## config.mk

```make
export PLATFORM = sky130hd
export DESIGN_NAME = octant_lut_arctan2
export DESIGN_NICKNAME = d
export VERILOG_FILES = /design/src/rtl/oct_pkg.sv /design/src/rtl/oct_fold.sv /design/src/rtl/oct_div_cell.sv /design/src/rtl/oct_unfold.sv /design/src/rtl/octant_lut_arctan2.sv
export SDC_FILE = /design/constraint.sdc
export NUM_CORES = 1
export LEC_CHECK = 0
export BUFFER_PORTS_ARGS = -buffer_cell sky130_fd_sc_hd__buf_2
export CORE_MARGIN = 2
export CORE_UTILIZATION = 50
export DETAILED_ROUTE_END_ITERATION = 8
export HOLD_SLACK_MARGIN = 0.12
export PLACE_DENSITY = 0.65
export SETUP_SLACK_MARGIN = 0.05
export SLEW_MARGIN = 20
export SYNTH_ARGS = -nofsm -noshare
export SYNTH_HDL_FRONTEND = slang
export SYNTH_SLANG_ARGS = --single-unit
```

## constraint.sdc

```tcl
create_clock -name clk -period 9.1 [get_ports clk]
set_clock_uncertainty 0.1 [all_clocks]
set_input_delay 1.82 -clock clk [delete_from_list [all_inputs] [get_ports clk]]
set_output_delay 1.82 -clock clk [all_outputs]
set_load 0.03 [all_outputs]
```

## src/rtl/oct_pkg.sv

```systemverilog
// oct_pkg: shared types, constants and the arctangent table for octant_lut_arctan2.
// Depends on nothing; every rtl module uses it by scoped names.
`timescale 1ns / 1ps
package oct_pkg;

  localparam int CoordW    = 16;
  localparam int MagW      = CoordW + 1;  // true magnitude, 32768 fits
  localparam int RemW      = MagW + 1;    // partial remainder, doubled each step
  localparam int QuoW      = 5;           // quotient 0..16
  localparam int NumCells  = QuoW;        // one quotient bit per cell
  localparam int AngleW    = 8;

  localparam logic signed [AngleW-1:0] QuarterTurn = 8'sd32;
  localparam logic signed [AngleW-1:0] HalfTurn    = 8'sd64;
  localparam logic [QuoW-1:0]          MaxIdx      = 5'd16;

  // Item state handed from cell to cell.
  typedef struct packed {
    logic              zero;     // origin: both magnitudes zero
    logic              mirror;   // |y| >= |x|, reflect about the diagonal
    logic              x_neg;
    logic              y_neg;
    logic [MagW-1:0]   divisor;  // larger magnitude
    logic [RemW-1:0]   rem;      // running partial remainder
    logic [QuoW-1:0]   quo;      // quotient bits so far, newest in bit 0
  } cell_t;

  // Arctangent over 0..45 degrees, 16 steps, scaled to 0..15.
  function automatic logic [3:0] arctan_rom(input logic [QuoW-1:0] idx);
    logic [3:0] v;
    case (idx)
      5'd0:    v = 4'd0;
      5'd1:    v = 4'd1;
      5'd2:    v = 4'd2;
      5'd3:    v = 4'd3;
      5'd4:    v = 4'd4;
      5'd5:    v = 4'd5;
      5'd6:    v = 4'd7;
      5'd7:    v = 4'd8;
      5'd8:    v = 4'd9;
      5'd9:    v = 4'd10;
      5'd10:   v = 4'd11;
      5'd11:   v = 4'd12;
      5'd12:   v = 4'd13;
      5'd13:   v = 4'd13;
      5'd14:   v = 4'd14;
      5'd15:   v = 4'd15;
      default: v = 4'd15;  // 16, and codes above the quotient range
    endcase
    return v;
  endfunction

endpackage

```

## src/rtl/oct_fold.sv

```systemverilog
// oct_fold: first stage, takes magnitudes and signs and sorts them into divisor and dividend.
// Depends on oct_pkg.
`timescale 1ns / 1ps
module oct_fold (
  input  logic                               clk,
  input  logic                               rst_n,
  input  logic                               en,
  input  logic                               in_valid,
  input  logic signed [oct_pkg::CoordW-1:0]  y_coord,
  input  logic signed [oct_pkg::CoordW-1:0]  x_coord,
  output logic                               valid_r,
  output oct_pkg::cell_t                     data_r
);

  logic [oct_pkg::MagW-1:0] ay;
  logic [oct_pkg::MagW-1:0] ax;
  oct_pkg::cell_t           data_nxt;

  always_comb begin
    ay = y_coord[oct_pkg::CoordW-1] ? (oct_pkg::MagW'(0) - {y_coord[oct_pkg::CoordW-1], y_coord})
                                    : {1'b0, y_coord};
    ax = x_coord[oct_pkg::CoordW-1] ? (oct_pkg::MagW'(0) - {x_coord[oct_pkg::CoordW-1], x_coord})
                                    : {1'b0, x_coord};
    data_nxt.x_neg   = x_coord[oct_pkg::CoordW-1];
    data_nxt.y_neg   = y_coord[oct_pkg::CoordW-1];
    data_nxt.mirror  = !(ax > ay);
    data_nxt.zero    = (ax == '0) && (ay == '0);
    data_nxt.divisor = data_nxt.mirror ? ay : ax;
    data_nxt.rem     = {1'b0, (data_nxt.mirror ? ax : ay)};
    data_nxt.quo     = '0;
  end

  always_ff @(posedge clk) begin
    if (!rst_n) begin
      valid_r <= 1'b0;
    end else if (en) begin
      valid_r <= in_valid;
    end
  end

  always_ff @(posedge clk) begin
    if (en) begin
      data_r <= data_nxt;
    end
  end

endmodule

```

## src/rtl/oct_div_cell.sv

```systemverilog
// oct_div_cell: one restoring-division cell, resolves one quotient bit per item and passes it on.
// Depends on oct_pkg.
`timescale 1ns / 1ps
module oct_div_cell (
  input  logic           clk,
  input  logic           rst_n,
  input  logic           en,
  input  logic           valid_in,
  input  oct_pkg::cell_t data_in,
  output logic           valid_r,
  output oct_pkg::cell_t data_r
);

  logic                     fits;
  logic [oct_pkg::RemW-1:0] diff;
  oct_pkg::cell_t           data_nxt;

  always_comb begin
    fits     = data_in.rem >= {1'b0, data_in.divisor};
    diff     = fits ? (data_in.rem - {1'b0, data_in.divisor}) : data_in.rem;
    data_nxt = data_in;
    // double the remainder for the next, less significant bit
    data_nxt.rem = {diff[oct_pkg::RemW-2:0], 1'b0};
    data_nxt.quo = {data_in.quo[oct_pkg::QuoW-2:0], fits};
  end

  always_ff @(posedge clk) begin
    if (!rst_n) begin
      valid_r <= 1'b0;
    end else if (en) begin
      valid_r <= valid_in;
    end
  end

  always_ff @(posedge clk) begin
    if (en) begin
      data_r <= data_nxt;
    end
  end

endmodule

```

## src/rtl/oct_unfold.sv

```systemverilog
// oct_unfold: last stage, table lookup, mirror about the diagonal, unfold into the quadrant.
// Depends on oct_pkg; holds the output register.
`timescale 1ns / 1ps
module oct_unfold (
  input  logic                               clk,
  input  logic                               rst_n,
  input  logic                               en,
  input  logic                               valid_in,
  input  oct_pkg::cell_t                     data_in,
  output logic                               valid_r,
  output logic signed [oct_pkg::AngleW-1:0]  angle_r
);

  logic signed [oct_pkg::AngleW-1:0] tab;
  logic signed [oct_pkg::AngleW-1:0] oct_a;
  logic signed [oct_pkg::AngleW-1:0] angle_nxt;

  always_comb begin
    // origin has no valid quotient: treat the table value as zero
    tab   = data_in.zero ? '0
                         : oct_pkg::AngleW'({1'b0, oct_pkg::arctan_rom(data_in.quo)});
    oct_a = data_in.mirror ? (oct_pkg::QuarterTurn - tab) : tab;
    if (!data_in.x_neg && !data_in.y_neg) begin
      angle_nxt = oct_a;
    end else if (data_in.x_neg && !data_in.y_neg) begin
      angle_nxt = oct_pkg::HalfTurn - oct_a;
    end else if (!data_in.x_neg && data_in.y_neg) begin
      angle_nxt = -oct_a;
    end else begin
      angle_nxt = oct_a - oct_pkg::HalfTurn;
    end
  end

  always_ff @(posedge clk) begin
    if (!rst_n) begin
      valid_r <= 1'b0;
    end else if (en) begin
      valid_r <= valid_in;
    end
  end

  always_ff @(posedge clk) begin
    if (en) begin
      angle_r <= angle_nxt;
    end
  end

endmodule

```

## src/rtl/octant_lut_arctan2.sv

```systemverilog
// octant_lut_arctan2: four-quadrant arctangent on a 128-steps-per-turn scale, as a row of cells.
// Depends on oct_pkg, oct_fold, oct_div_cell and oct_unfold.
//
//   channel | direction | width | contents
//   --------+-----------+-------+------------------------------------------
//   in_     | slave     | 32    | tdata: y_coord [15:0], x_coord [31:16]
//   out_    | master    | 8     | tdata: angle [7:0], signed 1/128 turn
//
// Throughput: one transaction per cycle sustained while out_tready stays high; the
//   row is one fold stage, five division cells (one quotient bit each)
//   and one unfold stage that holds the output register.
// Reset: rst_n synchronous, active low; clears the valid bits of every stage.
// Stalls: the whole row advances together whenever the output register is empty
//   or being taken; when out_tready holds low with a result waiting, every stage
//   holds and in_tready drops in the same cycle.
`timescale 1ns / 1ps
module octant_lut_arctan2 (
  input  logic        clk,
  input  logic        rst_n,
  input  logic        in_tvalid,
  output logic        in_tready,
  input  logic [31:0] in_tdata,   // [15:0] y_coord, [31:16] x_coord
  output logic        out_tvalid,
  input  logic        out_tready,
  output logic [7:0]  out_tdata   // [7:0] angle
);

  // Row advance: output register free, or its transaction completes now.
  logic advance;

  logic                 fold_valid;
  oct_pkg::cell_t       fold_data;
  logic                 cell_valid [oct_pkg::NumCells];
  oct_pkg::cell_t       cell_data  [oct_pkg::NumCells];
  logic signed [oct_pkg::AngleW-1:0] angle;

  assign advance   = !out_tvalid || out_tready;
  assign in_tready = advance;

  // Fold: magnitudes, signs, pick divisor and dividend.
  oct_fold u_fold (
    .clk      (clk),
    .rst_n    (rst_n),
    .en       (advance),
    .in_valid (in_tvalid),
    .y_coord  (in_tdata[15:0]),
    .x_coord  (in_tdata[31:16]),
    .valid_r  (fold_valid),
    .data_r   (fold_data)
  );

  // Division row: each cell resolves one bit of 16*small/large, MSB first.
  for (genvar i = 0; i < oct_pkg::NumCells; i++) begin : g_cell
    if (i == 0) begin : g_head
      oct_div_cell u_cell (
        .clk      (clk),
        .rst_n    (rst_n),
        .en       (advance),
        .valid_in (fold_valid),
        .data_in  (fold_data),
        .valid_r  (cell_valid[i]),
        .data_r   (cell_data[i])
      );
    end else begin : g_body
      oct_div_cell u_cell (
        .clk      (clk),
        .rst_n    (rst_n),
        .en       (advance),
        .valid_in (cell_valid[i-1]),
        .data_in  (cell_data[i-1]),
        .valid_r  (cell_valid[i]),
        .data_r   (cell_data[i])
      );
    end
  end

  // Unfold: table, mirror, quadrant; drives the output register.
  oct_unfold u_unfold (
    .clk      (clk),
    .rst_n    (rst_n),
    .en       (advance),
    .valid_in (cell_valid[oct_pkg::NumCells-1]),
    .data_in  (cell_data[oct_pkg::NumCells-1]),
    .valid_r  (out_tvalid),
    .angle_r  (angle)
  );

  assign out_tdata = angle;

  // Away from the origin, the quotient leaving the last cell stays within the table.
  a_quo_range: assert property (@(posedge clk) disable iff (!rst_n)
    (cell_valid[oct_pkg::NumCells-1] && !cell_data[oct_pkg::NumCells-1].zero)
      |-> cell_data[oct_pkg::NumCells-1].quo <= oct_pkg::MaxIdx)
    else $error("quotient beyond table range");

  // The origin always goes down the mirrored branch.
  a_origin_mirror: assert property (@(posedge clk) disable iff (!rst_n)
    (fold_valid && fold_data.zero) |-> fold_data.mirror)
    else $error("origin not mirrored");

  // A delivered angle lies within a half turn either way.
  a_angle_range: assert property (@(posedge clk) disable iff (!rst_n)
    out_tvalid |-> (angle >= -oct_pkg::HalfTurn) && (angle <= oct_pkg::HalfTurn))
    else $error("angle out of range");

endmodule

```

; After elaboration in Yosys (flattened, before gate mapping)
; Memories as Yosys holds them, arrays and structs flattened. A register that Yosys moved wholly into a read port is not among the register bits.
; Index checks and enable logic that the tools add are counted.
[op_classes]
n_addsub = 10
n_mul = 0
div = 0
order_cmp = 6
eq_ne = 0
n_shift = 0
muxes = 15
n_bitwise = 0
n_reduce_logical = 11
[op_table]
columns = op, n
row1 = $mux W17, 8
row2 = $ge A18 B17 Y1, 4
row3 = $sub A17 B17 Y17, 4
row4 = $logic_not A17 Y1, 2
row5 = $sub A1 B16 Y17 const A, 2
row6 = $mux W8, 4
row7 = $ge A17 B17 Y1, 1
row8 = $gt A17 B17 Y1, 1
row9 = $mux W4, 3
row10 = $neg A8 Y8, 1
row11 = $sub A7 B8 Y8 const A, 1
row12 = $sub A8 B8 Y8 const A, 1
row13 = $sub A8 B8 Y8 const B, 1
row14 = $logic_and A1 B1 Y1, 4
row15 = $logic_not A1 Y1, 4
row16 = $logic_or A1 B1 Y1, 1
[word_totals]
register_bits = 224
latch_bits = 0
ram_bits = 0
romBits = 64
in_bits = 36
out_inout_bits = 10
mem_count = 1
[mem_list]
columns = name, words, word_bits, rd, rd_ports_with_merged_regs, wr, line_no
row1 = (name not given), 16, 4, 1, 1, 0, oct_pkg.sv:31  ; case (idx)

; Longest topological paths before layout
; Gate-level depths: netlist of the first run.
[logic_depth]
ltp_word = 8
depth_mapped = 15
ltp_nobuf = 14

; Cells and area by module
; From an unflattened synthesis of the first run, not the netlist that was laid out.
[hier_totals]
cells_unflattened = 1404
area_unflattened_um2 = 16030.4
[modules_own_cells]
columns = mod, instances, cells_each, area_per_inst_um2
row1 = oct_div_cell at g_cell[0].g_head.u_cell ..., 4, 213, 2444.8
row2 = oct_fold, 1, 274, 2965.3
row3 = oct_div_cell at g_cell[3].g_body.u_cell, 1, 206, 2533.7
row4 = oct_unfold, 1, 71, 745.7
row5 = octant_lut_arctan2, 1, 1, 6.3

; Worst setup path before layout of the first run
; OpenSTA, ideal clock, no wires.
[synth_path]
kind = input to output
from = in out_tready
to = out in_tready
arrival_time_ns = 4.356
setup_slack_ns = 2.824
stages = 2
cell_sequence = nor2b_1 inv_2
[synth_via]
elab_chain_len = 1
[synth_rtl]
columns = item, line_no
row1 = from (decl), octant_lut_arctan2.sv:24  ; input logic out_tready,
row2 = $logic_or A1 B1 Y1, octant_lut_arctan2.sv:37  ; assign advance = !out_tvalid || out_tready;
row3 = to (decl), octant_lut_arctan2.sv:21  ; output logic in_tready,
; No other way between the ends.

==> results.toml, run 1 <==
[worst_setup_path]
worstPathCellList = "buf_2, nor4_2, nand3_1, o41ai_1, xor2_1, inv_1, ha_1, nand4_1, or4_1, o32ai_2, o2bb2ai_4, mux2i_1"
worstSetupStartpointType = "input pin"
required_ps = 9230
worst_path_max_delay_cell = "sky130_fd_sc_hd__nor4_2"
worstSetupEndpointType = "flop"
crit_path_max_incr_delay_ps = 590
cp_data_arrival_time_ps = 5500
crit_path_max_fanout = 31
setup.worst_path.class = "input pin to flop"

[sta]
report.final.setup_viol = 0
tns_ps = 0
drv_slew = 0
timing.final.crit_period_ps = 5370
worst_slew_pin_slew_ps = 1080
period_share_pct = 59.0
grt_setup_unrepaired = "false"
worst_slew_margin_rel_pct = 27.7
fmax_mhz = 186
hold_viol_final = 0

[hold_path]
hold_path_class = "flop to flop"

[yosys]
synthFlopType = "sky130_fd_sc_hd__edfxtp_1"
synth.avg_cell_area_um2 = 10.8
register_bit_count_reported_by_yosys = 228
yosysTopAreaCellShare_pct = 47.3
yosysTopAreaCell = "sky130_fd_sc_hd__edfxtp_1"
synth_common_cells = "sky130_fd_sc_hd__edfxtp_1, sky130_fd_sc_hd__inv_1, sky130_fd_sc_hd__ha_1, sky130_fd_sc_hd__nand2_1, sky130_fd_sc_hd__o21ai_0"
ys_seq_area_share_pct = 48.9
synth-edff-count = 217
ys_warn_count = 0
fraction_of_synthesis_flops_using_an_asynchronous_set_or_reset_pin_pct = 0
mappedNetlistArea_um2 = 13800
netlist-cell-type-count = 79
ys_top_cells_by_area = "sky130_fd_sc_hd__edfxtp_1, sky130_fd_sc_hd__ha_1, sky130_fd_sc_hd__inv_1"
synthMostInstantiatedCell = "sky130_fd_sc_hd__edfxtp_1"
synthesis.instances = 1269

[routing]
drc = 0
first_pass_iteration_count_of_the_detailed_router = 5
detail_route.wirelength_um = 25700
antenna_violating_nets_post_route = 0
dr.first_iter.drc_count = 580
via_per_inst = 5.56
detail_route.wl_per_cell_um = 15.3
route.vias.total = 9349

[global_routing]
vias_in_the_first_global_route = 9033
antenna_found_initial = 0
grt_usage_pct = 18.4
grt_start_max_net_pins = 98
grt_first_pass_wirelength_um = 43300
global_route.overflow_total = 0

[die]
fp.coreArea_um2 = 27000
core.rowCount = 60
floorplan.die_area_um2 = 28900
die_width_um = 170
initial_utilization_pct = 50.9
floorplan.die.height_um = 170
io_pins = 46

[clocking]
clkSlewWorstSetupHoldPaths_ps = 60
cts_buffers = 25
tritoncts = "yes"
root_buf_cell = "sky130_fd_sc_hd__clkbuf_16"
htreeDepth = 1
cts_setup_buffers = 0
cts.sink_count = 228
post_cts_resized = 0
cts_hold_buf = 0
cts_max_path_buffers = 3
clock_insertion_delay_worst_skew_ps = 540

[placement]
port_buffers = 45
dp_hpwl_um = 19500
gp_congestion = 0.872

[finish]
num-nets-final = 1472
fin_util_pct = 56.1
fillers = 2313
syn_to_final_growth_pct = 10.2
layout_cell_share_with_drive_strength_beyond_1_pct = 10.7
sequential_cell_area_um2 = 6740
multi_input_area_um2 = 6420
number_of_antenna_cells_inserted = 0

[pwr]
power_density_nw_per_um2 = 339
p_leak_uw = 0.00642
power.ir.vdd_worst_uv = 176

[flow_run]
max-cap-violations = 0

[outcome]
status = "completed"
layout by cell type (no fill, tap or decap), types with 8 or more instances in the layout:
master                      count
sky130_fd_sc_hd__nor3_1        17
sky130_fd_sc_hd__or2_2          8
sky130_fd_sc_hd__o21a_1        21
sky130_fd_sc_hd__dfxtp_1       11
sky130_fd_sc_hd__nand4_1       21
sky130_fd_sc_hd__edfxtp_1     217
sky130_fd_sc_hd__o21bai_1       8
sky130_fd_sc_hd__o31ai_1       17
sky130_fd_sc_hd__nand2_1      104
sky130_fd_sc_hd__xor2_1        39
sky130_fd_sc_hd__a21oi_1       69
sky130_fd_sc_hd__xnor2_1       29
sky130_fd_sc_hd__inv_1        137
sky130_fd_sc_hd__ha_1         108
sky130_fd_sc_hd__clkbuf_16     25
sky130_fd_sc_hd__nand3_1       20
sky130_fd_sc_hd__nor2_1        74
sky130_fd_sc_hd__a211oi_1      11
sky130_fd_sc_hd__a21o_1        15
sky130_fd_sc_hd__mux2_2        30
sky130_fd_sc_hd__o31a_1        11
sky130_fd_sc_hd__nand2b_1      16
sky130_fd_sc_hd__o21ai_0       77
sky130_fd_sc_hd__buf_2         45
sky130_fd_sc_hd__mux2i_1       41
sky130_fd_sc_hd__nor2b_1       18
sky130_fd_sc_hd__o211ai_1       9
logic make-up after synthesis:
| group | count (synthesis) | synth area share [%] |
|---|---|---|
| XOR/XNOR | 68 | 4.33 |
| adder cells (fa/ha/maj) | 112 | 10.4 |
| AND/OR/NAND/NOR | 319 | 11.3 |
| other | 2 | 0.0546 |
| AO/OA/AOI/OAI | 306 | 14.8 |
| multiplexers | 71 | 5.44 |
| buffers and inverters | 163 | 4.71 |
| flip-flops | 228 | 48.9 |
area by class of cell:
cell class	instances	share of cell area, %
Inverter	138	3.47
Sequential cell	228	44.4
Tap cell	341	2.81
Clock buffer	28	4.20
Multi-Input combinational cell	880	42.3
Timing Repair Buffer	51	1.81
Clock inverter	15	0.941
path summary, 6_finish.rpt:
| check | start | to | slack [ps] | cells after the start |
|---|---|---|---|---|
| setup / recovery | in_tdata[20] | u_fold.data_r[30] | 3730 | 12 |
| hold / removal | g_cell[2].g_body.u_cell.data_r[42] | g_cell[3].g_body.u_cell.data_r[42] | 310 | 0 |
| setup reg to reg | g_cell[0].g_head.u_cell.data_r[23] | g_cell[1].g_body.u_cell.data_r[13] | 5520 | 8 |
| hold reg to reg | g_cell[2].g_body.u_cell.data_r[42] | g_cell[3].g_body.u_cell.data_r[42] | 310 | 0 |
where the power goes:
| part | leakage (µW) | internal [µW] | total, µW | switching, µW |
|---|---|---|---|---|
| Sequential | 0.00241 | 1610 | 1770 | 162 |
| Combinational | 0.00364 | 1070 | 2410 | 1330 |
| Clock | 0.000376 | 560 | 953 | 393 |
| Total | 0.00642 | 3250 | 5130 | 1890 |
stage by stage:
step / cells / area [µm²] / hold WS [ps] / power [µW] / worst slack, ps
3_5_place_dp: 1637 / 14400 / 305 / 4170 / 3180
5_1_grt: 1681 / 15200 / 325 / 5560 / 3470
6_report: 1681 / 15200 / 313 / 5130 / 3730
4_1_cts: 1680 / 15100 / 317 / 5150 / 3740
2_1_floorplan: 1271 / 13800 / 300 / 3640 / 2820
3_3_place_gp: 1637 / 14400 / 300 / 4110 / 3290
layer usage:
layer	GRT usage [%]	part of all wire, %
met5	0	0
met1	23.0	44
met3	2.44	3.4
met2	32.9	50
met4	6.54	2.8
sequential cells by signal (all words and copies together), names as in the netlist, named ones only:
register                      count
u_fold.data_r                    38
u_unfold.angle_r                  8
u_fold.valid_r                    1
g_cell.g_head.u_cell.data_r      39
u_unfold.valid_r                  1
g_cell.g_head.u_cell.valid_r      1
g_cell.g_body.u_cell.valid_r      4
g_cell.g_body.u_cell.data_r     132
worst max-delay path: cells and delay by family:
family | cells | cell delay (ps)
fa+ha+maj | 1 | 280
simple gates | 4 | 1500
mux | 1 | 190
xor+xnor | 1 | 350
buf+inv | 2 | 210
compound gates | 3 | 1140
Note: power is estimated with default switching activity, not from simulation.
==> inputs of run 2 (changes only) <==
Settings changed: ABC_AREA from default to 1, PLACE_DENSITY 0.65 to 0.68.
Clock period 9.1 ns to 4.7 ns, I/O delays scaled along.
==> run 2 against run 1 <==
  * Via count grew 13%
  * Total power up 93%
  * Sequential cell count did not move
  * Register-to-register slack worse by 3800 ps
  * Critical path depth rose by 4
  * Sequential share of layout area fell by 1.6 points
  * Synthesized cell count is 26% higher
  * Critical endpoint is now u_fold.data_r[6]
==> results.toml, run 2 <==
[yosys]
ys_top_cells_by_area = "sky130_fd_sc_hd__edfxtp_1, sky130_fd_sc_hd__nand2_1, sky130_fd_sc_hd__ha_1"
mappedNetlistArea_um2 = 14200
yosysTopAreaCellShare_pct = 45.7
synth.avg_cell_area_um2 = 8.91
ys_seq_area_share_pct = 47.3
fraction_of_synthesis_flops_using_an_asynchronous_set_or_reset_pin_pct = 0
synthFlopType = "sky130_fd_sc_hd__edfxtp_1"
post_synthesis_share_of_cell_area_spent_on_and_or_nand_and_nor_gates_pct = 22.1
synth_fa_ha_area_share_pct = 10.0
synth-xor-area-share_pct = 4.67
register_bit_count_reported_by_yosys = 228
netlist-cell-type-count = 46
synth_top_family_by_area = "simple AND/OR/NAND/NOR gates"
synth-edff-count = 217
yosysTopAreaCell = "sky130_fd_sc_hd__edfxtp_1"
ys_warn_count = 0
synthesis.instances = 1600
yosys-mux-area-fraction_pct = 0
synth_common_cells = "sky130_fd_sc_hd__nand2_1, sky130_fd_sc_hd__inv_1, sky130_fd_sc_hd__edfxtp_1, sky130_fd_sc_hd__ha_1, sky130_fd_sc_hd__nor2_1"
complex_gate_fraction_of_the_synthesized_area_pct = 8.53
synthMostInstantiatedCell = "sky130_fd_sc_hd__nand2_1"

[flow_run]
max-cap-violations = 0

[placement]
port_buffers = 45
gp_congestion = 0.919
dp_hpwl_um = 23000
placed_area_um2 = 14900

[worst_setup_path]
cp.depth = 16
path_buf_inv = 4
crit_path_max_incr_delay_ps = 370
worst_r2r_path_depth = 8
setup.worst_path.class = "input pin to flop"
cp_data_arrival_time_ps = 3970
required_ps = 4880
worstSetupEndpointType = "flop"
worst_path_max_delay_cell = "sky130_fd_sc_hd__nand3b_2"
worstSetupStartpointType = "input pin"
crit_path_max_fanout = 17
worst_path_dominant_cell_family = "simple AND/OR/NAND/NOR gates"
worstPathCellList = "buf_2, inv_2, ha_1, nand3_2, o31ai_1, xor2_1, inv_1, ha_1, nand2_1, nor2_1, nand4_1, nor4_1, nand3b_2, buf_4, nand3_1, nand2_1"

[hold_path]
worst_hold_depth = 0
hold_path_class = "flop to flop"

[routing]
antenna_violating_nets_post_route = 0
detail_route.wirelength_um = 29500
drc = 0
detail_route.wl_per_cell_um = 14.4
dr.first_iter.drc_count = 703
via_per_inst = 5.15
route.vias.total = 10600
first_pass_iteration_count_of_the_detailed_router = 5

[finish]
registers.top_by_ff_count = "g_cell.g_body.u_cell.data_r"
biggestRegsByFlops = "g_cell.g_body.u_cell.data_r (132), g_cell.g_head.u_cell.data_r (39), u_fold.data_r (38)"
layout_common_cells = "sky130_fd_sc_hd__nand2_1, sky130_fd_sc_hd__inv_1, sky130_fd_sc_hd__edfxtp_1, sky130_fd_sc_hd__nor2_1, sky130_fd_sc_hd__ha_1"
most_common_cell_after_layout_fill_and_taps_aside = "sky130_fd_sc_hd__nand2_1"
layout_cell_share_with_drive_strength_beyond_1_pct = 7.86
final_cell_area_um2 = 15700
number_of_antenna_cells_inserted = 0
flip_flop_count_of_the_largest_register_all_copies_and_words_added = 132
fillers = 2522
syn_to_final_growth_pct = 10.5
num-nets-final = 1809

[clocking]
clock_insertion_delay_worst_skew_ps = 530
cts_max_path_buffers = 3
cts_setup_buffers = 0
htreeDepth = 1
cts_buffers = 25
cts_hold_buf = 0
clkSlewWorstSetupHoldPaths_ps = 60
post_cts_resized = 0
cts.sink_count = 228
tritoncts = "yes"
root_buf_cell = "sky130_fd_sc_hd__clkbuf_16"

[sta]
drv_slew = 0
period_share_pct = 80.5
worst_slew_pin_slew_ps = 806
tns_ps = 0
report.final.setup_viol = 0
grt_setup_unrepaired = "false"
worst_slew_margin_rel_pct = 46.1
hold_viol_final = 0
fmax_mhz = 264
timing.final.crit_period_ps = 3780

[die]
io_pins = 46
floorplan.die.height_um = 173
floorplan.die_area_um2 = 29900
fp.coreArea_um2 = 27900
core.rowCount = 61
die_width_um = 173
initial_utilization_pct = 51.0

[global_routing]
vias_in_the_first_global_route = 10500
antenna_found_initial = 0
grt_first_pass_wirelength_um = 49600
grt_usage_pct = 19.9
global_route.overflow_total = 0
grt_start_max_net_pins = 161

[pwr]
p_leak_uw = 0.00752
power_density_nw_per_um2 = 631
power.ir.vdd_worst_uv = 307
total_power_uw = 9930

[outcome]
status = "completed"
[run 2: cell types whose count changed after synthesis, moves of 34 or more]
cell,before,now
sky130_fd_sc_hd__nand2_1,104,406
sky130_fd_sc_hd__inv_1,137,228
sky130_fd_sc_hd__nand3_1,20,85
sky130_fd_sc_hd__nand4_1,21,64
sky130_fd_sc_hd__mux2i_1,41,0
sky130_fd_sc_hd__nor2_1,74,108
[run 2: stage by stage]
stage / util (%) / hold WS [ps] / setup slack, ps / cells
2_1_floorplan: - / 300 / 744 / 1602
4_1_cts: 56.4 / 318 / 964 / 2058
5_1_grt: 56.4 / 324 / 546 / 2058
3_3_place_gp: 53.4 / 301 / 490 / 2012
3_5_place_dp: 53.4 / 305 / 401 / 2012
6_report: 56.4 / 317 / 917 / 2058
[run 2: path summary, 6_finish.rpt]
path	startpoint	end	slack, ps
hold / removal	g_cell[1].g_body.u_cell.data_r[1]	g_cell[2].g_body.u_cell.data_r[2]	320
setup reg to reg	g_cell[0].g_head.u_cell.data_r[6]	g_cell[1].g_body.u_cell.data_r[21]	1670
hold reg to reg	g_cell[1].g_body.u_cell.data_r[1]	g_cell[2].g_body.u_cell.data_r[2]	320
setup / recovery	in_tdata[0]	u_fold.data_r[6]	920
[run 2: kinds of logic after synthesis]
| kind of cell | count (synthesis) |
|---|---|
| AO/OA/AOI/OAI | 209 |
| XOR/XNOR | 76 |
| adder cells (fa/ha/maj) | 112 |
| buffers and inverters | 262 |
| flip-flops | 228 |
| other | 2 |
| AND/OR/NAND/NOR | 711 |
[run 2: layout make-up]
cell class	count	area, µm²	area share [%]
Tap cell	378	473	3.00
Sequential cell	228	6740	42.8
Timing Repair Buffer	62	365	2.32
Multi-Input combinational cell	1112	6470	41.1
Inverter	232	878	5.58
Clock inverter	19	184	1.17
Clock buffer	27	633	4.02
[run 2: worst reg2reg max path, stage by stage, from the launching register on]
cell and delay (ps):
sky130_fd_sc_hd__edfxtp_1 420, sky130_fd_sc_hd__ha_1 320, sky130_fd_sc_hd__ha_1 150, sky130_fd_sc_hd__nand3_1 100, sky130_fd_sc_hd__nor3_1 410, sky130_fd_sc_hd__nand4_1 730, sky130_fd_sc_hd__nand3_4 510, sky130_fd_sc_hd__nand2_1 90
sky130_fd_sc_hd__nand2_1 70
[run 2: per-layer routing]
| layer | global-route usage [%] | wire length [µm] | vias to the layer above |
|---|---|---|---|
| li1 | - | - | 5531 |
| met4 | 6.81 | 916 | 0 |
| met3 | 2.11 | 879 | 48 |
| met1 | 22.1 | 11900 | 4826 |
| met2 | 39.0 | 15800 | 184 |
| met5 | 0 | 0 | - |
[run 2: power breakdown]
part,internal (µW),leakage (µW),switching (µW)
logic,1710,0.00467,2890
clock network,1140,0.000404,781
registers,3100,0.00245,310
==> inputs of run 3 (changes only) <==
Clock period 4.7 ns to 3.36 ns, I/O delays scaled along.
==> run 3 against run 2 <==
  * Non-clock buffer count increased by 61
  * Setup slack got worse by 660 ps
  * Largest power group unchanged
  * Critical endpoint unchanged
  * Critical path depth is the same
  * Core utilization is 1.7 points higher
  * Worst hold slack got worse by 24 ps
  * Critical path type unchanged
  * Total power is 41% higher
  * Die area unchanged
==> results.toml, run 3 (synthesis results as in run 2) <==
[die]
initial_utilization_pct = 51.0
core.rowCount = 61
io_pins = 46
floorplan.die.height_um = 173
floorplan.die_area_um2 = 29900
die_width_um = 173
fp.coreArea_um2 = 27900

[routing]
antenna_violating_nets_post_route = 0
dr.first_iter.drc_count = 668
route.vias.total = 11000
detail_route.wirelength_um = 30400
detail_route.wl_per_cell_um = 14.3
first_pass_iteration_count_of_the_detailed_router = 5
via_per_inst = 5.19
drc = 0

[finish]
registers.top_by_ff_count = "g_cell.g_body.u_cell.data_r"
fillers = 2521
num-nets-final = 1870
biggestRegsByFlops = "g_cell.g_body.u_cell.data_r (132), g_cell.g_head.u_cell.data_r (39), u_fold.data_r (38)"
syn_to_final_growth_pct = 13.8
most_common_cell_after_layout_fill_and_taps_aside = "sky130_fd_sc_hd__nand2_1"
layout_common_cells = "sky130_fd_sc_hd__nand2_1, sky130_fd_sc_hd__inv_1, sky130_fd_sc_hd__edfxtp_1, sky130_fd_sc_hd__nor2_1, sky130_fd_sc_hd__ha_1"
layout_cell_share_with_drive_strength_beyond_1_pct = 11.0
number_of_antenna_cells_inserted = 0
flip_flop_count_of_the_largest_register_all_copies_and_words_added = 132
final_cell_area_um2 = 16200

[sta]
hold_viol_final = 0
timing.final.crit_period_ps = 3100
grt_setup_unrepaired = "false"
finalWorstSetupSlack_ps = 259
report.final.setup_viol = 0
period_share_pct = 92.3
fmax_mhz = 322
worst_slew_margin_rel_pct = 46.6
drv_slew = 0
worst_slew_pin_slew_ps = 801

[hold_path]
hold_path_class = "input pin to flop"

[global_routing]
antenna_found_initial = 0
grt_first_pass_wirelength_um = 51300
vias_in_the_first_global_route = 11200
grt_usage_pct = 20.6
global_route.overflow_total = 0
grt_start_max_net_pins = 161

[placement]
detailedPlace.worstSlack_ps = -279
gp_congestion = 0.923
port_buffers = 45
dp_hpwl_um = 23700
placed_area_um2 = 15400

[pwr]
p_leak_uw = 0.00782
cellInternalPower_uw = 8330
power.net_switching_uw = 5630
clockPowerShare_pct = 18.8
seqPwrFrac_pct = 34.1
power.ir.vdd_worst_uv = 437
comb_power_share_pct = 47.1
power_density_nw_per_um2 = 861
switching_share_pct = 40.3

[worst_setup_path]
required_ps = 3540
crit_path_max_incr_delay_ps = 290
worstPathCellList = "buf_2, inv_2, ha_1, nand3_2, o21ai_2, xor2_1, inv_1, ha_1, nand2_1, nor2_1, nand4_1, nor4_1, nand3b_2, buf_12, nand3_1, nand2_1"
worstSetupStartpointType = "input pin"
setup.worst_path.class = "input pin to flop"
crit_path_max_fanout = 30
worstSetupEndpointType = "flop"
cp_data_arrival_time_ps = 3280
worst_path_max_delay_cell = "sky130_fd_sc_hd__ha_1"

[clocking]
cts_hold_buf = 0
root_buf_cell = "sky130_fd_sc_hd__clkbuf_16"
htreeDepth = 1
post_cts_resized = 0
cts_max_path_buffers = 3
tritoncts = "yes"
cts_buffers = 25
cts_setup_buffers = 0
cts.sink_count = 228
clkSlewWorstSetupHoldPaths_ps = 60
clock_insertion_delay_worst_skew_ps = 540

[flow_run]
max-cap-violations = 0

[outcome]
status = "completed"
-- run 3: cell types whose count changed in the layout (fill, tap and decap cells not counted), sizes merged --
cell,previous run,this run
buf,62,123
bufinv,3,2
clkbuf,27,29
clkinv,14,13
-- run 3: critical path: cells and delay by family --
kind / cells / cell delay [ps]
xor+xnor: 1 / 250
compound gates: 1 / 230
simple gates: 8 / 1180
fa+ha+maj: 2 / 490
buf+inv: 4 / 460
-- run 3: power groups by stage --
| stage | logic, µW | registers (µW) | clock network, µW |
|---|---|---|---|
| floorplan | 5010 | 4730 | 0 |
| global placement | 6380 | 4800 | 0 |
| detailed placement | 6520 | 4820 | 0 |
| CTS | 6570 | 4760 | 2670 |
| global route | 7540 | 4860 | 2780 |
| finish | 6580 | 4760 | 2620 |
-- run 3: layout make-up --
type	instances	area (µm²)	share of cell area, %
repair buffers	123	861	5.31
clock inverters	17	144	0.887
clock buffers	29	641	3.95
well taps	378	473	2.92
multi-input cells	1112	6480	40.0
inverters	232	878	5.42
flip-flops and latches	228	6740	41.5
-- run 3: final timing paths --
kind / startpoint / end / slack (ps) / cells after the start
setup / recovery: in_tdata[0] / u_fold.data_r[6] / 260 / 16
hold / removal: in_tvalid / u_fold.valid_r / 290 / 3
setup reg to reg: g_cell[1].g_body.u_cell.data_r[21] / g_cell[2].g_body.u_cell.data_r[19] / 560 / 9
hold reg to reg: g_cell[2].g_body.u_cell.data_r[2] / g_cell[3].g_body.u_cell.data_r[3] / 310 / 0
-- run 3: stage by stage --
| stage | setup TNS [ps] | hold WS, ps | power (µW) | utilization (%) | instances |
|---|---|---|---|---|---|
| after floorplan | 0 | 300 | 9740 | - | 1602 |
| after global placement | -4100 | 300 | 11200 | 55.2 | 2073 |
| after detailed placement | -8430 | 305 | 11300 | 55.2 | 2073 |
| after CTS | 0 | 276 | 14000 | 58.0 | 2119 |
| after global routing | 0 | 318 | 15200 | 58.1 | 2119 |
| final | 0 | 293 | 14000 | 58.1 | 2119 |
-- run 3: metal layers --
metal,routed length (µm),GRT usage (%)
met2,16400,41.1
met4,1410,9.89
met1,11700,21.2
met3,888,2.20
met5,0,0
